## src/dro_pkg.sv

```systemverilog
`timescale 1ns / 1ps

package dro_pkg;

    localparam int unsigned YEAR_W  = 14;
    localparam int unsigned MONTH_W = 4;
    localparam int unsigned DAY_W   = 5;
    localparam int unsigned DATE_W  = YEAR_W + MONTH_W + DAY_W;
    localparam int unsigned NUM_DATES = 4;
    localparam int unsigned IN_W    = DATE_W * NUM_DATES;
    localparam int unsigned IN_TDATA_W = ((IN_W + 7) / 8) * 8;
    localparam int unsigned YY_W    = 15;
    localparam int unsigned Q_W     = 8;
    localparam int unsigned DN_W    = 23;
    localparam int unsigned CNT_W   = 22;
    localparam int unsigned OUT_TDATA_W = ((CNT_W + 7) / 8) * 8;
    localparam int unsigned PROD_W  = 30;

    localparam logic [YY_W-1:0]   YEAR_SHIFT  = 15'd399;
    localparam logic [PROD_W-1:0] RECIP_100   = 30'd20972;
    localparam int unsigned       RECIP_SHIFT = 21;
    localparam logic [DN_W-1:0]   DAYS_YEAR   = 23'd365;
    localparam logic [CNT_W:0]    COUNT_MAX   = 23'd4194303;

    localparam int unsigned OP_W    = 3;
    localparam int unsigned STEP_W  = 3;

    localparam logic [OP_W-1:0] OP_LOAD  = 3'd0;
    localparam logic [OP_W-1:0] OP_MULQ  = 3'd1;
    localparam logic [OP_W-1:0] OP_M365  = 3'd2;
    localparam logic [OP_W-1:0] OP_ADDC  = 3'd3;
    localparam logic [OP_W-1:0] OP_ADDM  = 3'd4;
    localparam logic [OP_W-1:0] OP_RANGE = 3'd5;
    localparam logic [OP_W-1:0] OP_COUNT = 3'd6;
    localparam logic [OP_W-1:0] OP_DONE  = 3'd7;

    localparam logic JMP_NONE     = 1'b0;
    localparam logic JMP_NOT_LAST = 1'b1;

    typedef struct packed {
        logic [OP_W-1:0]   op;
        logic              cond;
        logic [STEP_W-1:0] target;
    } t_uword;

    typedef struct packed {
        logic            run;
        logic            load;
        logic [OP_W-1:0] op;
    } t_ctrl;

    typedef struct packed {
        logic last_date;
    } t_stat;

    typedef struct packed {
        logic [DAY_W-1:0]   d;
        logic [MONTH_W-1:0] m;
        logic [YEAR_W-1:0]  y;
    } t_date;

    function automatic logic [DAY_W-1:0] month_len(input logic [MONTH_W-1:0] m,
                                                  input logic leap);
        logic [DAY_W-1:0] len;
        len = '0;
        unique case (m)
            4'd1, 4'd3, 4'd5, 4'd7, 4'd8, 4'd10, 4'd12: len = 5'd31;
            4'd4, 4'd6, 4'd9, 4'd11:                    len = 5'd30;
            4'd2:                                       len = leap ? 5'd29 : 5'd28;
            default:                                    len = 5'd0;
        endcase
        return len;
    endfunction

    function automatic logic [8:0] days_before(input logic [MONTH_W-1:0] m);
        logic [8:0] n;
        n = '0;
        unique case (m)
            4'd1:    n = 9'd0;
            4'd2:    n = 9'd31;
            4'd3:    n = 9'd59;
            4'd4:    n = 9'd90;
            4'd5:    n = 9'd120;
            4'd6:    n = 9'd151;
            4'd7:    n = 9'd181;
            4'd8:    n = 9'd212;
            4'd9:    n = 9'd243;
            4'd10:   n = 9'd273;
            4'd11:   n = 9'd304;
            4'd12:   n = 9'd334;
            default: n = 9'd0;
        endcase
        return n;
    endfunction

endpackage

```

## src/dro_urom.sv

```systemverilog
`timescale 1ns / 1ps

module dro_urom
    import dro_pkg::*;
(
    input  logic [STEP_W-1:0] i_step,
    output t_uword            o_word
);

    always_comb begin
        unique case (i_step)
            3'd0: o_word = '{op: OP_LOAD,  cond: JMP_NONE,     target: 3'd0};
            3'd1: o_word = '{op: OP_MULQ,  cond: JMP_NONE,     target: 3'd0};
            3'd2: o_word = '{op: OP_M365,  cond: JMP_NONE,     target: 3'd0};
            3'd3: o_word = '{op: OP_ADDC,  cond: JMP_NONE,     target: 3'd0};
            3'd4: o_word = '{op: OP_ADDM,  cond: JMP_NOT_LAST, target: 3'd0};
            3'd5: o_word = '{op: OP_RANGE, cond: JMP_NONE,     target: 3'd0};
            3'd6: o_word = '{op: OP_COUNT, cond: JMP_NONE,     target: 3'd0};
            3'd7: o_word = '{op: OP_DONE,  cond: JMP_NONE,     target: 3'd0};
        endcase
    end

endmodule

```

## src/dro_seq.sv

```systemverilog
`timescale 1ns / 1ps

module dro_seq
    import dro_pkg::*;
(
    input  logic  i_clk,
    input  logic  i_rst_n,
    input  logic  i_in_valid,
    output logic  o_in_ready,
    input  logic  i_out_free,
    input  t_stat i_stat,
    output t_ctrl o_ctrl,
    output logic  o_done
);

    logic              r_busy;
    logic [STEP_W-1:0] r_step;
    logic              n_busy;
    logic [STEP_W-1:0] n_step;
    t_uword            w_word;
    logic              w_accept;
    logic              w_jump;

    dro_urom u_urom (
        .i_step (r_step),
        .o_word (w_word)
    );

    assign o_in_ready = !r_busy;
    assign w_accept   = i_in_valid && !r_busy;
    assign w_jump     = (w_word.cond == JMP_NOT_LAST) && !i_stat.last_date;
    assign o_done     = r_busy && (w_word.op == OP_DONE) && i_out_free;

    assign o_ctrl.run  = r_busy;
    assign o_ctrl.load = w_accept;
    assign o_ctrl.op   = w_word.op;

    always_comb begin
        n_busy = r_busy;
        n_step = r_step;
        if (w_accept) begin
            n_busy = 1'b1;
            n_step = '0;
        end else if (r_busy) begin
            if (w_word.op == OP_DONE) begin
                if (i_out_free) begin
                    n_busy = 1'b0;
                end
            end else if (w_jump) begin
                n_step = w_word.target;
            end else begin
                n_step = r_step + 1'b1;
            end
        end
    end

    always_ff @(posedge i_clk) begin
        if (!i_rst_n) begin
            r_busy <= 1'b0;
            r_step <= '0;
        end else begin
            r_busy <= n_busy;
            r_step <= n_step;
        end
    end

endmodule

```

## src/dro_datapath.sv

```systemverilog
`timescale 1ns / 1ps

module dro_datapath
    import dro_pkg::*;
(
    input  logic                  i_clk,
    input  logic                  i_rst_n,
    input  t_ctrl                 i_ctrl,
    input  logic [IN_W-1:0]       i_dates,
    output t_stat                 o_stat,
    output logic [CNT_W-1:0]      o_cnt,
    output logic                  o_bad
);

    t_date             r_date [NUM_DATES];
    logic [1:0]        r_idx;
    logic [YEAR_W-1:0] r_y;
    logic [MONTH_W-1:0] r_m;
    logic [DAY_W-1:0]  r_d;
    logic [YY_W-1:0]   r_yy;
    logic [Q_W-1:0]    r_q100;
    logic [Q_W-1:0]    r_qy;
    logic [DN_W-1:0]   r_acc;
    logic              r_leap;
    logic [DN_W-1:0]   r_dn [NUM_DATES];
    logic              r_bad;
    logic [DN_W-1:0]   r_lo;
    logic [DN_W-1:0]   r_hi;
    logic              r_ok;
    logic [CNT_W-1:0]  r_cnt;

    t_date             w_sel;
    logic [PROD_W-1:0] w_pyy;
    logic [PROD_W-1:0] w_py;
    logic [YEAR_W-1:0] w_rem;
    logic [DAY_W-1:0]  w_lim;
    logic              w_date_ok;
    logic              w_adj;
    logic [DN_W-1:0]   w_lo;
    logic [DN_W-1:0]   w_hi;
    logic [CNT_W:0]    w_span;

    assign w_sel = r_date[r_idx];
    assign w_pyy = PROD_W'(r_yy) * RECIP_100;
    assign w_py  = PROD_W'(r_y) * RECIP_100;
    assign w_rem = r_y - (YEAR_W'(r_qy) * YEAR_W'(100));
    assign w_lim = month_len(r_m, r_leap);
    assign w_date_ok = (r_m >= 4'd1) && (r_m <= 4'd12) && (r_d >= 5'd1) && (r_d <= w_lim);
    assign w_adj = (r_m > 4'd2) && r_leap;
    assign w_lo  = (r_dn[0] > r_dn[2]) ? r_dn[0] : r_dn[2];
    assign w_hi  = (r_dn[1] < r_dn[3]) ? r_dn[1] : r_dn[3];
    assign w_span = (CNT_W+1)'(r_hi - r_lo) + 1'b1;

    assign o_stat.last_date = (r_idx == 2'd3);
    assign o_cnt = r_cnt;
    assign o_bad = r_bad;

    always_ff @(posedge i_clk) begin
        if (!i_rst_n) begin
            r_idx <= '0;
            r_bad <= 1'b0;
        end else if (i_ctrl.load) begin
            r_idx <= '0;
            r_bad <= 1'b0;
        end else if (i_ctrl.run && i_ctrl.op == OP_ADDM) begin
            r_idx <= r_idx + 1'b1;
            r_bad <= r_bad | !w_date_ok;
        end
    end

    always_ff @(posedge i_clk) begin
        if (i_ctrl.load) begin
            for (int i = 0; i < NUM_DATES; i++) begin
                r_date[i] <= i_dates[i*DATE_W +: DATE_W];
            end
        end else if (i_ctrl.run) begin
            unique case (i_ctrl.op)
                OP_LOAD: begin
                    r_y  <= w_sel.y;
                    r_m  <= w_sel.m;
                    r_d  <= w_sel.d;
                    r_yy <= YY_W'(w_sel.y) + YEAR_SHIFT;
                end
                OP_MULQ: begin
                    r_q100 <= w_pyy[RECIP_SHIFT +: Q_W];
                    r_qy   <= w_py[RECIP_SHIFT +: Q_W];
                end
                OP_M365: begin
                    r_acc  <= DN_W'(r_yy) * DAYS_YEAR;
                    r_leap <= (r_y[1:0] == 2'd0) && ((w_rem != '0) || (r_qy[1:0] == 2'd0));
                end
                OP_ADDC: begin
                    r_acc <= r_acc + DN_W'(r_yy >> 2) - DN_W'(r_q100) + DN_W'(r_q100 >> 2);
                end
                OP_ADDM: begin
                    r_dn[r_idx] <= r_acc + DN_W'(days_before(r_m)) + DN_W'(w_adj)
                                   + DN_W'(r_d);
                end
                OP_RANGE: begin
                    r_lo <= w_lo;
                    r_hi <= w_hi;
                    r_ok <= (r_dn[0] <= r_dn[1]) && (r_dn[2] <= r_dn[3]) && (w_lo <= w_hi);
                end
                OP_COUNT: begin
                    if (r_bad || !r_ok) begin
                        r_cnt <= '0;
                    end else if (w_span > COUNT_MAX) begin
                        r_cnt <= COUNT_MAX[CNT_W-1:0];
                    end else begin
                        r_cnt <= w_span[CNT_W-1:0];
                    end
                end
                OP_DONE: begin
                end
            endcase
        end
    end

endmodule

```

## src/date_range_overlap_days.sv

```systemverilog
`timescale 1ns / 1ps
// Each item runs through the microprogram: five steps per date for four dates,
// then range, count and done steps; s_axis_tready is low meanwhile, so a new item
// is taken only after the done step of the last one.
// A finished result waits in the output register; the done step holds until it is free.
// Reset (synchronous, active low) clears the sequencer and the output valid flag.

module date_range_overlap_days
    import dro_pkg::*;
(
    input  logic                   i_clk,
    input  logic                   i_rst_n,
    input  logic                   s_axis_tvalid,
    output logic                   s_axis_tready,
    // first_start_year, first_start_month, first_start_day, first_end_year,
    // first_end_month, first_end_day, second_start_year, second_start_month,
    // second_start_day, second_end_year, second_end_month, second_end_day, pad
    input  logic [IN_TDATA_W-1:0]  s_axis_tdata,
    output logic                   m_axis_tvalid,
    input  logic                   m_axis_tready,
    // overlap_days, pad
    output logic [OUT_TDATA_W-1:0] m_axis_tdata,
    // invalid_date
    output logic                   m_axis_tuser
);

    t_ctrl            w_ctrl;
    t_stat            w_stat;
    logic             w_done;
    logic             w_out_free;
    logic [CNT_W-1:0] w_cnt;
    logic             w_bad;
    logic             r_out_valid;
    logic [CNT_W-1:0] r_out_cnt;
    logic             r_out_bad;

    assign w_out_free = !r_out_valid || m_axis_tready;

    dro_seq u_seq (
        .i_clk      (i_clk),
        .i_rst_n    (i_rst_n),
        .i_in_valid (s_axis_tvalid),
        .o_in_ready (s_axis_tready),
        .i_out_free (w_out_free),
        .i_stat     (w_stat),
        .o_ctrl     (w_ctrl),
        .o_done     (w_done)
    );

    dro_datapath u_datapath (
        .i_clk   (i_clk),
        .i_rst_n (i_rst_n),
        .i_ctrl  (w_ctrl),
        .i_dates (s_axis_tdata[IN_W-1:0]),
        .o_stat  (w_stat),
        .o_cnt   (w_cnt),
        .o_bad   (w_bad)
    );

    always_ff @(posedge i_clk) begin
        if (!i_rst_n) begin
            r_out_valid <= 1'b0;
        end else if (w_done) begin
            r_out_valid <= 1'b1;
        end else if (m_axis_tready) begin
            r_out_valid <= 1'b0;
        end
    end

    always_ff @(posedge i_clk) begin
        if (w_done) begin
            r_out_cnt <= w_cnt;
            r_out_bad <= w_bad;
        end
    end

    assign m_axis_tvalid = r_out_valid;
    assign m_axis_tdata  = OUT_TDATA_W'(r_out_cnt);
    assign m_axis_tuser  = r_out_bad;

    a_bad_zero: assert property (@(posedge i_clk) disable iff (!i_rst_n)
        r_out_valid && r_out_bad |-> r_out_cnt == '0)
        else $error("invalid result carries a nonzero count");

    a_busy_after_accept: assert property (@(posedge i_clk) disable iff (!i_rst_n)
        s_axis_tvalid && s_axis_tready |=> !s_axis_tready)
        else $error("new transfer taken while an item is in work");

    a_done_free: assert property (@(posedge i_clk) disable iff (!i_rst_n)
        w_done |-> !(r_out_valid && !m_axis_tready))
        else $error("result written over a waiting result");

    a_cnt_range: assert property (@(posedge i_clk) disable iff (!i_rst_n)
        w_done |=> (CNT_W+1)'(r_out_cnt) <= COUNT_MAX)
        else $error("count above saturation limit");

endmodule
```

## config.mk

```make
export PLATFORM = sky130hd
export DESIGN_NAME = date_range_overlap_days
export DESIGN_NICKNAME = d
export VERILOG_FILES = /design/src/dro_pkg.sv /design/src/dro_urom.sv /design/src/dro_seq.sv /design/src/dro_datapath.sv /design/src/date_range_overlap_days.sv
export SDC_FILE = /design/constraint.sdc
export NUM_CORES = 1
export LEC_CHECK = 0
export BUFFER_PORTS_ARGS = -buffer_cell sky130_fd_sc_hd__clkbuf_2
export CAP_MARGIN = 20
export CORE_MARGIN = 10
export CORE_UTILIZATION = 55
export DETAILED_ROUTE_END_ITERATION = 16
export PLACE_DENSITY = 0.73
export RECOVER_POWER = 25
export REMOVE_ABC_BUFFERS = 1
export SLEW_MARGIN = 25
export SYNTH_ARGS = -nofsm -noshare
export SYNTH_HDL_FRONTEND = slang
export SYNTH_SLANG_ARGS = --single-unit
export TNS_END_PERCENT = 20
```

## constraint.sdc

```tcl
create_clock -name i_clk -period 17.6 [get_ports i_clk]
set_input_delay 3.52 -clock i_clk [delete_from_list [all_inputs] [get_ports i_clk]]
set_output_delay 3.52 -clock i_clk [all_outputs]
set_load 0.05 [all_outputs]
```

==> metrics.cfg <==
[global_route]
grt_max_degree = 76
top_usage_layer = met2
grt-ovfl-total = 0
grt_pass1_wl_mm = 102
antenna_found_initial = 0
use_met2_pct = 34.6
grt_pass1_vias = 20600
grt.met3_usage_pct = 2.80
grt.met1_usage_pct = 24.4
track_usage_pct = 19.6

[pwr]
p_comb_share_pct = 47.6
p_int_uw = 2370
leakage_uw = 0.0156
switching_share_pct = 37.6
power_frac_clock_pct = 23.4
pwr-share-seq_pct = 29.0
p_per_area_nw_per_um2 = 115
p_switching_uw = 1430
power_uw = 3800
worst_ir_drop_vdd_mv = 0.163

[worst_setup_path]
critical_path.reg2reg.startpoint = u_datapath.r_yy[9]
worstRegToRegCells = 19
regToRegSetupSlack_ps = 11660
critPathArrivalTime_ps = 6260
worstPathMaxFanout = 6
worst_setup_path_end_kind = flip-flop
worstReg2RegEnd = u_datapath.r_q100[7]
worstSetupPathType = reg2reg
required_ps = 17920
critPathLaunchType = flip-flop

[sta]
max_freq_mhz = 168
fin_crit_ps = 5940
rsz0062_at_grt = false
worst_clock_skew_ps = 12.7
finalHoldViolCount = 0
slew_headroom_pct = -75.3
fin_crit_sh_pct = 33.7
slew_viol_final = 139
setup_viol = 0
tightest_slew_ps = 2630
setup_tns_ps = 0

[min_path]
min_path_type = reg2reg
hp-start = u_datapath.o_cnt[1]
hold_path_end = r_out_cnt[1]
hold_depth = 0

[clocking]
cts_made_buffers = 43
cts_setup_buffers = 0
htree_levels = 2
clk_root_buffer_cell = clkbuf_16
cts_tree = built
hold_buffers = 0
cts.sinks = 377
clk_pin_slew_ps = 60
clk-insertion-delay-late_ps = 580
clockBufferDepth = 3
cts_resized = 0

[cells_and_area]
drive_gt1_share_pct = 8.84
nNetsFinal = 3558
area_growth_pct = 9.65
fillers = 4249

[route]
vias = 19100
postRouteAntennaNets = 0
drt_iter0_drc = 918
drc_errors = 0
wl_per_cell_um = 17.8
via_per_inst = 5.48
wl_mm = 61.8
first_pass_iters = 5

[synthesis]
netlist_area_um2 = 30200
yosysSeqAreaShare_pct = 36.7
ys_async_sr_fraction_pct = 0
synthTopCellsByCount = inv_1, ha_1, edfxtp_1
syn_avg_cell_area_um2 = 11.6
synth_area_leaders = edfxtp_1, ha_1, fa_1, inv_1, xnor2_1
yosys_warnings = 0
yosysMostFrequentCell = inv_1
ys_ff_latch = 377
synthFlopType = edfxtp_1
yosysUniqueCellTypes = 73
synth_top_area_share_pct = 35.2
syn_inst = 2596
yosysTopAreaCell = edfxtp_1
synth_edf_count = 354

[outcome]
violations = capacitance limit, slew limit
status = complete, but fails checks

[run]
drv_cap = 4

[floorplan]
initial_core_util_pct = 55.9
rows = 85
core_area_um2 = 54100
dieWidth_um = 254
ios = 127
die_height_um = 254
dieArea_um2 = 64800

[place]
routabilityCongestion = 0.947
portBuffers = 120
dpl.hpwl_mm = 50.6

-- layer usage --
layer | routed length [µm] | up-vias
met5 | 0 | -
met4 | 1720 | 0
met3 | 2680 | 109
met2 | 30600 | 387
met1 | 26800 | 9265
li1 | - | 9302
-- worst max-delay path: stages, from the launching register on --
cell and delay [ps]:
edfxtp_1 570, ha_1 500, inv_1 130, fa_1 570, inv_1 80, fa_1 480
fa_1 490, inv_1 60, fa_1 530, inv_1 50, ha_1 300, a211o_1 260
a221o_1 250, a31oi_1 220, o22ai_1 200, o211ai_1 230, nand4b_1 260, a21oi_1 290
o21bai_1 100, xnor2_1 130
-- flip-flops by register name, indices dropped and copies added, names as in the netlist, 2 cells and up, named ones only --
signal,count
u_datapath.r_date,92
u_datapath.r_dn,92
u_datapath.r_acc,23
u_datapath.r_hi,23
u_datapath.r_lo,23
r_out_cnt,22
u_datapath.o_cnt,22
u_datapath.r_yy,15
u_datapath.r_y,14
u_datapath.r_q100,8
u_datapath.r_qy,8
u_datapath.r_d,5
u_datapath.r_m,4
u_seq.u_urom.o_word,4
u_seq.r_step,3
u_datapath.r_idx,2
-- through the flow --
step                std cells  utilization, %  hold slack (ps)  cell area, µm²  setup WS, ps
floorplan                2571               -              400           30100          9190
global placement         3402            58.7              402           31800         11660
detailed placement       3403            58.7              406           31800         11690
CTS                      3480            61.3              420           33200         11640
global route             3480            61.2              426           33200         11320
finish                   3481            61.2              418           33200         11660
-- power by group through the flow --
stage	clock network, µW	registers, µW	logic (µW)
after floorplan	0	1110	1370
after CTS	911	1100	1830
after detailed placement	0	1120	1800
after global routing	945	1100	2110
after global placement	0	1120	1740
final	888	1100	1810
-- cell families (layout without fill, tap and decap cells) --
| logic type | Yosys count | after routing | synth area share, % |
|---|---|---|---|
| adder cells (fa/ha/maj) | 706 | 706 | 34.2 |
| buffers and inverters | 559 | 746 | 7.06 |
| AO/OA/AOI/OAI | 387 | 387 | 8.46 |
| flip-flops | 377 | 377 | 36.7 |
| AND/OR/NAND/NOR | 350 | 350 | 5.78 |
| XOR/XNOR | 111 | 111 | 3.26 |
| multiplexers | 105 | 105 | 4.54 |
| other | 1 | 3 | 0.0124 |
-- placed cells by master (no fill, tap or decap), types with 54 or more instances in the layout --
master and n:
a21o_1 68, nand2_1 73, inv_1 531, nor2_1 79
a21oi_1 92, mux2i_1 54, xnor2_1 68, ha_1 505
clkbuf_2 120, fa_1 201, edfxtp_1 354
-- final cells by class --
cell class	count	area (µm²)	area share [%]
diodes	1	2.50	0.00755
clock buffers	50	1120	3.39
clock inverters	27	289	0.872
inverters	533	2000	6.03
multi-input cells	1661	17100	51.5
flip-flops and latches	377	11100	33.5
well taps	696	871	2.63
repair buffers	136	709	2.14
-- worst max path at each step --
stage	depth (start not counted)	start	end	slack, ps
final	19	u_datapath.r_yy[9]	u_datapath.r_q100[7]	11660
after global placement	19	u_datapath.r_yy[10]	u_datapath.r_q100[7]	11660
after global routing	19	u_datapath.r_yy[11]	u_datapath.r_q100[7]	11320
after CTS	19	u_datapath.r_yy[9]	u_datapath.r_q100[7]	11640
after detailed placement	19	u_datapath.r_yy[8]	u_datapath.r_q100[7]	11690
after floorplan	4	s_axis_tvalid	u_seq.u_urom.o_word[3]	9190
(Power assumes the default switching activity.)
